## config.mk

```make
export PLATFORM = sky130hd
export DESIGN_NAME = spiral_scan_coordinate_generator
export DESIGN_NICKNAME = d
export VERILOG_FILES = /design/src/hw/rtl/sssc_pkg.sv /design/src/hw/rtl/spiral_scan_coordinate_generator.sv /design/src/hw/rtl/sssc_cfg.sv
export VERILOG_INCLUDE_DIRS = /design/src /design/src/hw/rtl
export SDC_FILE = /design/constraint.sdc
export NUM_CORES = 1
export LEC_CHECK = 0
export ABC_CLOCK_PERIOD_IN_PS = 16200
export BUFFER_PORTS_ARGS = -buffer_cell sky130_fd_sc_hd__buf_2
export CAP_MARGIN = 20
export CORE_MARGIN = 4
export CORE_UTILIZATION = 55
export DETAILED_ROUTE_END_ITERATION = 6
export HOLD_SLACK_MARGIN = 0.15
export PLACE_DENSITY = 0.73
export SLEW_MARGIN = 25
export SYNTH_ARGS = -nofsm -noshare
export SYNTH_HDL_FRONTEND = slang
export SYNTH_SLANG_ARGS = --single-unit
```

## constraint.sdc

```tcl
create_clock -name i_clk -period 16.2 [get_ports i_clk]
set_input_delay 3.24 -clock i_clk [delete_from_list [all_inputs] [get_ports i_clk]]
set_output_delay 3.24 -clock i_clk [all_outputs]
set_load 0.02 [all_outputs]
```

## src/hw/rtl/assert_macros.svh

```systemverilog
// Assertion macros for the RTL file that checks its own logic.
`ifndef ASSERT_MACROS_SVH
`define ASSERT_MACROS_SVH

// Same-cycle implication, disabled while reset is asserted.
`define SSSC_ASSERT_NOW(lbl, clk, rst_n, ante, cons, msg) \
    lbl: assert property (@(posedge clk) disable iff (!rst_n) (ante) |-> (cons)) \
        else $error(msg);

// Next-cycle implication, disabled while reset is asserted.
`define SSSC_ASSERT_NEXT(lbl, clk, rst_n, ante, cons, msg) \
    lbl: assert property (@(posedge clk) disable iff (!rst_n) (ante) |=> (cons)) \
        else $error(msg);

`endif

```

## src/hw/rtl/sssc_pkg.sv

```systemverilog
// Shared types and constants of the spiral scan coordinate generator.
package sssc_pkg;

    localparam int DIM_CFG_W   = 11;
    localparam int START_W     = 10;
    localparam int ROW_OUT_W   = 10;
    localparam int INDEX_OUT_W = 20;
    localparam int APB_ADDR_W  = 4;
    localparam int APB_DATA_W  = 32;

    typedef logic [1:0] t_reg_idx;

    localparam t_reg_idx REG_GRID_ROWS = 2'd0;
    localparam t_reg_idx REG_GRID_COLS = 2'd1;
    localparam t_reg_idx REG_START_ROW = 2'd2;
    localparam t_reg_idx REG_START_COL = 2'd3;

    localparam logic [DIM_CFG_W-1:0] GRID_DIM_RESET = 11'd1;

    typedef struct packed {
        logic [DIM_CFG_W-1:0] grid_rows;
        logic [DIM_CFG_W-1:0] grid_cols;
        logic [START_W-1:0]   start_row;
        logic [START_W-1:0]   start_col;
    } t_cfg;

endpackage

```

## src/hw/rtl/spiral_scan_coordinate_generator.sv

```systemverilog
// Top level: clockwise square-spiral walk over a configured grid.
//
//  channel   direction  handshake                 payload
//  -------   ---------  ------------------------  ----------------------------------
//  config    in/out     psel/penable/pready       paddr, pwdata, prdata
//  step      in         i_in_valid/o_in_ready     i_restart
//  cell      out        o_out_valid/i_out_ready   o_cell_row/col/index, o_last
//
// One step transaction is taken every cycle while o_in_ready is high; the walk state
// advances in the cycle it is accepted; an in-grid cell is output in the next cycle.
// The walk-state update (grid bounds, count compare, ring move) is the only loop.
// Reset is synchronous; there is no clearing pass.
// A stalled output holds o_in_ready low until the cell transaction is taken.
`include "assert_macros.svh"

module spiral_scan_coordinate_generator #(
    parameter int MAX_DIM = 1024
) (
    input  logic                                  i_clk,
    input  logic                                  i_rst_n,
    input  logic                                  psel,
    input  logic                                  penable,
    input  logic                                  pwrite,
    input  logic [sssc_pkg::APB_ADDR_W-1:0]       paddr,
    input  logic [sssc_pkg::APB_DATA_W-1:0]       pwdata,
    output logic [sssc_pkg::APB_DATA_W-1:0]       prdata,
    output logic                                  pready,
    input  logic                                  i_in_valid,
    output logic                                  o_in_ready,
    input  logic                                  i_restart,
    output logic                                  o_out_valid,
    input  logic                                  i_out_ready,
    output logic [sssc_pkg::ROW_OUT_W-1:0]        o_cell_row,
    output logic [sssc_pkg::ROW_OUT_W-1:0]        o_cell_col,
    output logic [sssc_pkg::INDEX_OUT_W-1:0]      o_cell_index,
    output logic                                  o_last
);

    localparam int RING_LIMIT = 4 * MAX_DIM;
    localparam int DIM_W      = $clog2(MAX_DIM + 1);
    localparam int POS_W      = $clog2(RING_LIMIT + (2 ** sssc_pkg::START_W) + 3) + 1;
    localparam int LEN_W      = $clog2(8 * RING_LIMIT + 13);
    localparam int CNT_W      = $clog2(MAX_DIM * MAX_DIM + 1);

    localparam logic signed [POS_W-1:0] LIM_HI = POS_W'(RING_LIMIT);
    localparam logic signed [POS_W-1:0] LIM_LO = -LIM_HI;
    localparam logic signed [POS_W-1:0] POS_ZERO = POS_W'(0);
    localparam logic [LEN_W-1:0]        LEN_FIRST = LEN_W'(4);
    localparam logic [LEN_W-1:0]        LEN_GROW  = LEN_W'(8);

    sssc_pkg::t_cfg w_cfg;

    sssc_cfg u_cfg (
        .i_clk   (i_clk),
        .i_rst_n (i_rst_n),
        .psel    (psel),
        .penable (penable),
        .pwrite  (pwrite),
        .paddr   (paddr),
        .pwdata  (pwdata),
        .prdata  (prdata),
        .pready  (pready),
        .o_cfg   (w_cfg)
    );

    // walk state
    logic signed [POS_W-1:0] r_walk_row, r_walk_col;
    logic signed [POS_W-1:0] r_ring_top, r_ring_bottom, r_ring_left, r_ring_right;
    logic [LEN_W-1:0]        r_ring_length, r_ring_step;
    logic [CNT_W-1:0]        r_count;
    logic                    r_finished;

    logic signed [POS_W-1:0] n_walk_row, n_walk_col;
    logic signed [POS_W-1:0] n_ring_top, n_ring_bottom, n_ring_left, n_ring_right;
    logic [LEN_W-1:0]        n_ring_length, n_ring_step;
    logic [CNT_W-1:0]        n_count;
    logic                    n_finished;

    // state after an optional restart reload
    logic signed [POS_W-1:0] e_walk_row, e_walk_col;
    logic signed [POS_W-1:0] e_ring_top, e_ring_bottom, e_ring_left, e_ring_right;
    logic [LEN_W-1:0]        e_ring_length, e_ring_step;
    logic [CNT_W-1:0]        e_count;
    logic                    e_finished;

    // output register
    logic                              r_out_valid;
    logic [sssc_pkg::ROW_OUT_W-1:0]    r_cell_row, r_cell_col;
    logic [sssc_pkg::INDEX_OUT_W-1:0]  r_cell_index;
    logic                              r_last;

    logic [DIM_W-1:0]        w_rows, w_cols;
    logic [CNT_W-1:0]        w_total;
    logic signed [POS_W-1:0] w_rows_s, w_cols_s;
    logic signed [POS_W-1:0] w_start_row, w_start_col;
    logic                    w_accept, w_active, w_emit;
    logic [CNT_W-1:0]        w_count_inc;
    logic [LEN_W-1:0]        w_step_inc;
    logic signed [POS_W-1:0] w_top_dn, w_bottom_up, w_left_dn, w_right_up;

    assign o_in_ready = !r_out_valid || i_out_ready;
    assign w_accept   = i_in_valid && o_in_ready;

    // saturate the grid size at the largest supported dimension
    always_comb begin
        if (32'(w_cfg.grid_rows) > MAX_DIM) begin
            w_rows = DIM_W'(MAX_DIM);
        end else begin
            w_rows = DIM_W'(w_cfg.grid_rows);
        end
        if (32'(w_cfg.grid_cols) > MAX_DIM) begin
            w_cols = DIM_W'(MAX_DIM);
        end else begin
            w_cols = DIM_W'(w_cfg.grid_cols);
        end
    end

    assign w_total     = CNT_W'(w_rows) * CNT_W'(w_cols);
    assign w_rows_s    = POS_W'(w_rows);
    assign w_cols_s    = POS_W'(w_cols);
    assign w_start_row = POS_W'(w_cfg.start_row);
    assign w_start_col = POS_W'(w_cfg.start_col);

    always_comb begin
        if (i_restart) begin
            e_walk_row    = w_start_row;
            e_walk_col    = w_start_col;
            e_ring_top    = w_start_row;
            e_ring_bottom = w_start_row + POS_W'(2);
            e_ring_left   = w_start_col;
            e_ring_right  = w_start_col + POS_W'(2);
            e_ring_length = LEN_FIRST;
            e_ring_step   = '0;
            e_count       = '0;
            e_finished    = 1'b0;
        end else begin
            e_walk_row    = r_walk_row;
            e_walk_col    = r_walk_col;
            e_ring_top    = r_ring_top;
            e_ring_bottom = r_ring_bottom;
            e_ring_left   = r_ring_left;
            e_ring_right  = r_ring_right;
            e_ring_length = r_ring_length;
            e_ring_step   = r_ring_step;
            e_count       = r_count;
            e_finished    = r_finished;
        end
    end

    assign w_active = (w_total != '0) && (e_count < w_total) && !e_finished;
    assign w_emit   = w_active && (e_walk_row >= POS_ZERO) && (e_walk_row < w_rows_s)
                      && (e_walk_col >= POS_ZERO) && (e_walk_col < w_cols_s);

    assign w_count_inc = e_count + CNT_W'(1);
    assign w_step_inc  = e_ring_step + LEN_W'(1);
    assign w_top_dn    = e_ring_top - POS_W'(1);
    assign w_bottom_up = e_ring_bottom + POS_W'(1);
    assign w_left_dn   = e_ring_left - POS_W'(1);
    assign w_right_up  = e_ring_right + POS_W'(1);

    always_comb begin
        n_walk_row    = e_walk_row;
        n_walk_col    = e_walk_col;
        n_ring_top    = e_ring_top;
        n_ring_bottom = e_ring_bottom;
        n_ring_left   = e_ring_left;
        n_ring_right  = e_ring_right;
        n_ring_length = e_ring_length;
        n_ring_step   = e_ring_step;
        n_count       = e_count;
        n_finished    = e_finished;
        if (w_total != '0 && !e_finished && e_count >= w_total) begin
            n_finished = 1'b1;
        end
        if (w_active) begin
            if (w_emit) begin
                n_count = w_count_inc;
                if (w_count_inc >= w_total) begin
                    n_finished = 1'b1;
                end
            end
            // ring done: widen by one on every side, enter one row above the bottom
            priority if (w_step_inc >= e_ring_length) begin
                n_ring_top    = w_top_dn;
                n_ring_bottom = w_bottom_up;
                n_ring_left   = w_left_dn;
                n_ring_right  = w_right_up;
                n_walk_row    = e_ring_bottom - POS_W'(1);
                n_walk_col    = w_left_dn;
                n_ring_length = e_ring_length + LEN_GROW;
                n_ring_step   = '0;
                if (w_top_dn < LIM_LO || w_left_dn < LIM_LO
                    || w_bottom_up > LIM_HI || w_right_up > LIM_HI) begin
                    n_finished = 1'b1;
                end
            end else if (e_walk_row == e_ring_top && e_walk_col < e_ring_right - POS_W'(1)) begin
                n_ring_step = w_step_inc;
                n_walk_col  = e_walk_col + POS_W'(1);
            end else if (e_walk_col == e_ring_right - POS_W'(1)
                         && e_walk_row < e_ring_bottom - POS_W'(1)) begin
                n_ring_step = w_step_inc;
                n_walk_row  = e_walk_row + POS_W'(1);
            end else if (e_walk_row == e_ring_bottom - POS_W'(1) && e_walk_col > e_ring_left) begin
                n_ring_step = w_step_inc;
                n_walk_col  = e_walk_col - POS_W'(1);
            end else begin
                n_ring_step = w_step_inc;
                n_walk_row  = e_walk_row - POS_W'(1);
            end
        end
    end

    always_ff @(posedge i_clk) begin
        if (!i_rst_n) begin
            r_walk_row    <= '0;
            r_walk_col    <= '0;
            r_ring_top    <= '0;
            r_ring_bottom <= POS_W'(2);
            r_ring_left   <= '0;
            r_ring_right  <= POS_W'(2);
            r_ring_length <= LEN_FIRST;
            r_ring_step   <= '0;
            r_count       <= '0;
            r_finished    <= 1'b0;
        end else if (w_accept) begin
            r_walk_row    <= n_walk_row;
            r_walk_col    <= n_walk_col;
            r_ring_top    <= n_ring_top;
            r_ring_bottom <= n_ring_bottom;
            r_ring_left   <= n_ring_left;
            r_ring_right  <= n_ring_right;
            r_ring_length <= n_ring_length;
            r_ring_step   <= n_ring_step;
            r_count       <= n_count;
            r_finished    <= n_finished;
        end
    end

    always_ff @(posedge i_clk) begin
        if (!i_rst_n) begin
            r_out_valid <= 1'b0;
        end else if (w_accept && w_emit) begin
            r_out_valid <= 1'b1;
        end else if (i_out_ready) begin
            r_out_valid <= 1'b0;
        end
    end

    // load the cell transaction
    always_ff @(posedge i_clk) begin
        if (w_accept && w_emit) begin
            r_cell_row   <= sssc_pkg::ROW_OUT_W'(e_walk_row);
            r_cell_col   <= sssc_pkg::ROW_OUT_W'(e_walk_col);
            r_cell_index <= sssc_pkg::INDEX_OUT_W'(e_count);
            r_last       <= (w_count_inc == w_total);
        end
    end

    assign o_out_valid  = r_out_valid;
    assign o_cell_row   = r_cell_row;
    assign o_cell_col   = r_cell_col;
    assign o_cell_index = r_cell_index;
    assign o_last       = r_last;

    `SSSC_ASSERT_NEXT(a_no_cell_after_finish, i_clk, i_rst_n,
        w_accept && r_finished && !i_restart, !o_out_valid,
        "cell emitted after the walk finished")
    `SSSC_ASSERT_NOW(a_last_marks_finish, i_clk, i_rst_n,
        o_out_valid && o_last, r_finished,
        "last cell pending but walk not finished")
    `SSSC_ASSERT_NOW(a_ring_square, i_clk, i_rst_n,
        1'b1, (r_ring_bottom - r_ring_top) == (r_ring_right - r_ring_left),
        "ring bounds are not square")
    `SSSC_ASSERT_NOW(a_step_in_ring, i_clk, i_rst_n,
        1'b1, r_ring_step < r_ring_length,
        "ring step ran past the ring length")

endmodule

```

## src/hw/rtl/sssc_cfg.sv

```systemverilog
// APB register file holding the grid size and spiral start cell.
module sssc_cfg (
    input  logic                             i_clk,
    input  logic                             i_rst_n,
    input  logic                             psel,
    input  logic                             penable,
    input  logic                             pwrite,
    input  logic [sssc_pkg::APB_ADDR_W-1:0]  paddr,
    input  logic [sssc_pkg::APB_DATA_W-1:0]  pwdata,
    output logic [sssc_pkg::APB_DATA_W-1:0]  prdata,
    output logic                             pready,
    output sssc_pkg::t_cfg                   o_cfg
);

    sssc_pkg::t_cfg   r_cfg;
    sssc_pkg::t_cfg   n_cfg;
    sssc_pkg::t_reg_idx w_idx;
    logic             w_wr;

    assign w_idx  = paddr[3:2];
    assign w_wr   = psel && penable && pwrite;
    assign pready = 1'b1;
    assign o_cfg  = r_cfg;

    always_comb begin
        n_cfg = r_cfg;
        if (w_wr) begin
            unique case (w_idx)
                sssc_pkg::REG_GRID_ROWS: n_cfg.grid_rows = pwdata[sssc_pkg::DIM_CFG_W-1:0];
                sssc_pkg::REG_GRID_COLS: n_cfg.grid_cols = pwdata[sssc_pkg::DIM_CFG_W-1:0];
                sssc_pkg::REG_START_ROW: n_cfg.start_row = pwdata[sssc_pkg::START_W-1:0];
                sssc_pkg::REG_START_COL: n_cfg.start_col = pwdata[sssc_pkg::START_W-1:0];
            endcase
        end
    end

    always_ff @(posedge i_clk) begin
        if (!i_rst_n) begin
            r_cfg.grid_rows <= sssc_pkg::GRID_DIM_RESET;
            r_cfg.grid_cols <= sssc_pkg::GRID_DIM_RESET;
            r_cfg.start_row <= '0;
            r_cfg.start_col <= '0;
        end else begin
            r_cfg <= n_cfg;
        end
    end

    always_comb begin
        unique case (w_idx)
            sssc_pkg::REG_GRID_ROWS: prdata = sssc_pkg::APB_DATA_W'(r_cfg.grid_rows);
            sssc_pkg::REG_GRID_COLS: prdata = sssc_pkg::APB_DATA_W'(r_cfg.grid_cols);
            sssc_pkg::REG_START_ROW: prdata = sssc_pkg::APB_DATA_W'(r_cfg.start_row);
            sssc_pkg::REG_START_COL: prdata = sssc_pkg::APB_DATA_W'(r_cfg.start_col);
        endcase
    end

endmodule

```

# --- After elaboration in Yosys (flattened, before gate mapping) ---
# Index checks and enable logic that the tools add are counted.
op_classes:
  addsub: 15
  multipliers: 1
  n_lt_le_gt_ge: 17
  eq_ne: 7
  mux: 45
  reduce_logical: 28
op_table:
  columns: ["op", "count"]
  rows:
  - ["$mux W14", 24]
  - ["$pmux W32 S4", 1]
  - ["$mux W16", 6]
  - ["$sub A14 B2 Y14 const B", 6]
  - ["$mux W21", 3]
  - ["$add A14 B2 Y14 const B", 4]
  - ["$eq A14 B14 Y1", 3]
  - ["$ge A21 B21 Y1", 2]
  - ["$ge A14 B1 Y1 const B", 2]
  - ["$gt A14 B14 Y1 const B", 2]
  - ["$lt A14 B12 Y1", 2]
  - ["$lt A14 B13 Y1 const B", 2]
  - ["$lt A14 B14 Y1", 2]
  - ["$add A10 B2 Y11 const B", 2]
  - ["$gt A11 B11 Y1 const B", 2]
  - ["$mux W11", 2]
  - ["$add A21 B1 Y21 const B", 1]
  - ["$eq A21 B21 Y1", 1]
  - ["$lt A21 B21 Y1", 1]
  - ["$mul A11 B11 Y21", 1]
  - ["$reduce_bool A21 Y1", 1]
  - ["$add A16 B1 Y16 const B", 1]
  - ["$add A16 B4 Y16 const B", 1]
  - ["$ge A16 B16 Y1", 1]
  - ["other kinds (10)", 40]
totals:
  register_bits: 222
  input_bits: 44

# --- Depth between registers and ports, before layout ---
logic_depth:
  word_depth: 14
  ltp_mapped: 35

# --- Modules after synthesis ---
# A second synthesis with hierarchy kept.
hier_totals:
  cells_unflattened: 2679
  area_unflattened_um2: 21543.2
by_module_without_submodules:
  columns: ["module", "instances", "cells_each", "area_per_inst_um2", "seq_area_each_um2"]
  rows:
  - ["spiral_scan_coordinate_generator", 1, 2487, 19496.2, 4013.8]
  - ["sssc_cfg", 1, 192, 2047.0, 840.8]

# --- Least setup slack after synthesis ---
# No wires, ideal clock.
synth_timing:
  kind: "input to register"
  from: "input port i_restart"
  to: "register r_finished"
  t_arrival_ps: 8470
  required_ps: 16113
  slack_ps: 7643
  cell_stages: 29
  n_path_buf: 10
  cell_sequence: "buf_6 -> buf_6 -> buf_4 -> buf_4 -> buf_2 -> buf_2 -> buf_2 -> clkbuf_1 -> clkbuf_1 -> nor2b_1 -> ha_1 -> and3_1 -> nand3_1 -> nor2_2 -> nand4_1 -> or2_2 -> or2_1 -> clkbuf_1 -> or3_1 -> a21oi_1 -> ha_1 -> nand4_1 -> or4_1 -> nor3_1 -> nor4b_1 -> a21oi_1 -> a221oi_1 -> a2bb2oi_1 -> o31ai_1"
synth_between:
  elab_chain_len: 12
  word_cells_on_any_way: 46
  cone_classes: "6 x add/sub; 12 x order compare; 16 x mux; 12 x reduce/logical"
synth_rtl:
  columns: ["item", "line", "rtl"]
  rows:
  - ["start: declaration", "spiral_scan_coordinate_generator.sv:30", "input logic i_restart,"]
  - ["$mux W21 (*)", "spiral_scan_coordinate_generator.sv:125", "if (i_restart) begin"]
  - ["via e_count[1]", "spiral_scan_coordinate_generator.sv:83", "logic [CNT_W-1:0] e_count;"]
  - ["branches (longest 10 deep; another with $add A21 B1 Y21)", null, null]
  - ["$mux W1 (*)", "spiral_scan_coordinate_generator.sv:175", "if (w_active) begin"]
  - ["end signal: assignment", "spiral_scan_coordinate_generator.sv:235", "r_finished <= n_finished;"]
  - ["end: declaration", "spiral_scan_coordinate_generator.sv:71", "logic r_finished;"]
# Mark *: on every way through the listed nets, which the timed path passes.
# A chain may end at the register's enable or synchronous reset.

# --- Worst setup path after layout ---
layout_timing:
  from: "register u_cfg.r_cfg, in the netlist u_cfg.o_cfg[41]"
  to: "register r_cell_col, in the netlist o_cell_col[3] (enable)"
layout_between:
  elab_chain_len: 11
  word_cells_on_any_way: 13
  cone_classes: "1 x mul; 3 x order compare; 1 x mux; 8 x reduce/logical"
layout_rtl:
  columns: ["item", "line", "rtl"]
  rows:
  - ["start: declaration", "sssc_cfg.sv:15", "sssc_pkg::t_cfg r_cfg;"]
  - ["start signal: assignment", "sssc_cfg.sv:44", "r_cfg <= n_cfg;"]
  - ["$gt A11 B11 Y1", "spiral_scan_coordinate_generator.sv:106", "if (32'(w_cfg.grid_rows) > MAX_DIM) begin"]
  - ["$mux W11 (*)", "spiral_scan_coordinate_generator.sv:106", null]
  - ["$mul A11 B11 Y21", "spiral_scan_coordinate_generator.sv:118", "assign w_total = CNT_W'(w_rows) * CNT_W'(w_cols);"]
  - ["$lt A21 B21 Y1 or $reduce_bool A21 Y1 (tied branches)", "spiral_scan_coordinate_generator.sv:150", "assign w_active = (w_total != '0) && (e_count < w_total) && !e_finished;"]
  - ["$logic_and A1 B1 Y1 (2 in a row)", "spiral_scan_coordinate_generator.sv:150", null]
  - ["$logic_and A1 B1 Y1", "spiral_scan_coordinate_generator.sv:151", "assign w_emit = w_active && (e_walk_row >= POS_ZERO) && (e_walk_row < w_rows_s)"]
  - ["$logic_and A1 B1 Y1 (*)", "spiral_scan_coordinate_generator.sv:151", null]
  - ["$logic_and A1 B1 Y1 (*) (2 in a row)", "spiral_scan_coordinate_generator.sv:152", "&& (e_walk_col >= POS_ZERO) && (e_walk_col < w_cols_s);"]
  - ["$logic_and A1 B1 Y1 (*)", "spiral_scan_coordinate_generator.sv:251", "if (w_accept && w_emit) begin"]
  - ["end signal: assignment", "spiral_scan_coordinate_generator.sv:253", "r_cell_col <= sssc_pkg::ROW_OUT_W'(e_walk_col);"]
  - ["end: declaration", "spiral_scan_coordinate_generator.sv:88", "logic [sssc_pkg::ROW_OUT_W-1:0] r_cell_row, r_cell_col;"]
# Mark *: on every way between the ends. The rest lies on a longest branch, timed or not.

==> flow_summary.toml <==
[synth]
avgSynthCellArea_um2 = 8.058
synth.top_cells.by_area = "dfxtp_1 (17%), ha_1 (11%), fa_1 (7.3%)"
yosys.cell_types.count = 116
ys_warn_count = 0
synth_edf_count = 41
yosysSeqAreaShare = 0.2240
synth_top_cell_area_share = 0.1672
synth_seq_cells = 222
yosys.area.top_type = "dfxtp_1"
async_flop_share = 0
synth_flop_cell = "dfxtp_1"
netlist_area_mm2 = 0.02167
netlist_instances = 2689

[route]
vias = 20650
routedWlPerCell_um = 21.30
routed_wirelength_um = 68020
ant_nets = 0
first_pass_iters = 6
vias_per_cell = 6.468
drt_iter0_drc = 2068
remaining_drc_errors = 0

[sta]
report.final.setup_viol = 0
finalSetupTns_ns = 0
worst_slew_pin_slew_ns = 1.071
finalCriticalPeriod_ns = 10.60
fin_ws_ns = 5.603
slew_headroom = 0.2843
period_share = 0.6541
max_freq_mhz = 94.37
final-hold-violation-count = 0
drv_slew = 0
fin_skew_ns = 0.02022
rsz0062_at_grt = "no"

[worst_setup_path]
critPathMaxStageDelay_ns = 0.90
crit_path_frequent_cell = "fa_1"
critPathBufInv = 5
cp_max_fo = 50
critPathCaptureType = "flip-flop"
crit_path_top_delay_cell = "nor2b_1"
reg2reg_from = "u_cfg.o_cfg[41]"
path_delay_family = "adder cells"
startpoint = "u_cfg.o_cfg[41]"
criticalPathCategory = "reg2reg"
crit_required_ns = 16.41
crit_arrival_ns = 10.81
critPathLaunchType = "flip-flop"

[clock_tree]
clkTransAtPathRegs_ns = 0.07
cts_sinks = 222
numCtsBuffers = 27
clk_latency_ns = 0.56
cts_resized = 0
cts_post_setup_buffers_inserted = 0
cts_max_path_buffers = 3
ctsHoldBuffers = 0
cts_tree = "yes"
htreeDepth = 1
clockRootBuffer = "clkbuf_16"

[global_route]
antenna_found_initial = 1
grt_pass1_vias = 20180
grt_overflow = 0
grtUsageTotal = 0.3129
grt_first_pass_wirelength_um = 107600
grt_max_degree = 82

[placement]
dp_slack_ns = 5.845
port_buffers = 74
dp.cells = 3142
globalplace.congestion = 0.9967
dpl-instance-area_mm2 = 0.02210
dp_hpwl_um = 49090

[run_status]
status = "completed"

[job]
max_cap_violations = 0

[finish]
final_nets = 2968
layout_common_cells = "nand2_1 (336), nor2_1 (206), ha_1 (191)"
multi_input_area_mm2 = 0.01542
regArea_mm2 = 0.004855
n_antenna_cell = 0
drive_gt1_frac = 0.09196
fin_area_mm2 = 0.02307
stdcell_count = 3193
nFillCells = 3483
area_delta_synth_final_pct = 6.490
final_common_cell = "nand2_1"

[pwr]
p_leak_uw = 0.009283
p_comb_frac = 0.253
total_power_uw = 1702
p_seq_frac = 0.367
net-switching-power_uw = 586.5
sw_frac_of_total = 0.3446
ir_drop_uv = 83.85
power-per-cell-area_mw_per_mm2 = 73.76
p_int_uw = 1115
pwr-share-clk = 0.380

[die]
fp.dieArea_mm2 = 0.04264
std_cell_rows = 72
io_pins = 120
start_util = 0.5581
die_w_um = 206.5
die_h_um = 206.5
core-area_mm2 = 0.03883

[hold_path]
hold_start = "r_ring_bottom[2]"
min_path_type = "reg2reg"
[cells by family (layout without fill, tap and decap cells)]
family / Yosys count / in the layout / share of synthesized area
other: 2 / 22 / 0.0003466
AO/OA/AOI/OAI: 628 / 628 / 0.1994
flip-flops: 222 / 222 / 0.2240
XOR/XNOR: 117 / 117 / 0.04793
buffers and inverters: 349 / 315 / 0.07022
AND/OR/NAND/NOR: 1030 / 1030 / 0.2341
multiplexers: 70 / 70 / 0.04019
adder cells (fa/ha/maj): 271 / 271 / 0.1837
[power by group through the flow]
stage          logic, uW  clock network (uW)  registers [uW]
2_1_floorplan        292                   0             645
3_3_place_gp         409                   0             635
3_5_place_dp         418                   0             635
4_1_cts              419                 654             624
5_1_grt              463                 678             627
6_report             430                 647             625
[registers in the layout (all words and copies together), names as in the netlist]
signal and flops:
u_cfg.o_cfg 42, r_count 21, o_cell_index 20, r_ring_length 16, r_ring_step 16, r_ring_bottom 14, r_ring_left 14, r_ring_right 14
r_ring_top 14, r_walk_col 14, r_walk_row 14, o_cell_col 10, o_cell_row 10, o_last 1, o_out_valid 1, r_finished 1
[cell usage after synthesis (51+ instances only)]
cell      number
a21oi_1      145
nand4_1       51
o21ai_0      102
inv_1        161
nor2_1       208
nor2b_1       69
nand2_1      337
nor3_1        63
nand3_1      104
xnor2_1       68
ha_1         191
dfxtp_1      181
clkbuf_1      95
fa_1          79
[stage by stage]
step	hold WS (ns)	util
finish	0.4466	0.5943
global route	0.4666	0.5943
CTS	0.4469	0.5935
detailed placement	0.4352	0.5692
global placement	0.4313	0.5690
floorplan	0.4116	-
[cell type report]
type                    count  area share
multi-input cells        2138      0.6685
flip-flops and latches    222      0.2104
clock buffers              34     0.03264
well taps                 518     0.02809
inverters                 164     0.02668
repair buffers            101     0.02543
clock inverters            16    0.008296
[tightest hold or removal path: cells and delay by family, from the launching register on]
| kind | cells | cell delay [ns] |
|---|---|---|
| AND/OR/NAND/NOR | 1 | 0.05 |
| flip-flops | 1 | 0.31 |
| AO/OA/AOI/OAI | 1 | 0.05 |
[per-layer routing]
| layer | part of all wire | wire length [um] | global-route usage | vias up |
|---|---|---|---|---|
| met5 | 0.00019 | 13 | 0 | - |
| met4 | 0.053 | 3605 | 0.1521 | 2 |
| met3 | 0.092 | 6268 | 0.05100 | 228 |
| met2 | 0.45 | 30940 | 0.5135 | 1044 |
| met1 | 0.40 | 27190 | 0.4012 | 9822 |
| li1 | - | - | - | 9555 |
[worst paths after layout]
kind | slack (ns) | cells after the start | to
worst max-delay path | 5.60 | 28 | o_cell_col[3]
worst min-delay path | 0.45 | 2 | r_ring_bottom[2]
worst max register to register | 5.60 | 28 | o_cell_col[3]
worst min register to register | 0.45 | 2 | r_ring_bottom[2]
(Power assumes the default switching activity.)
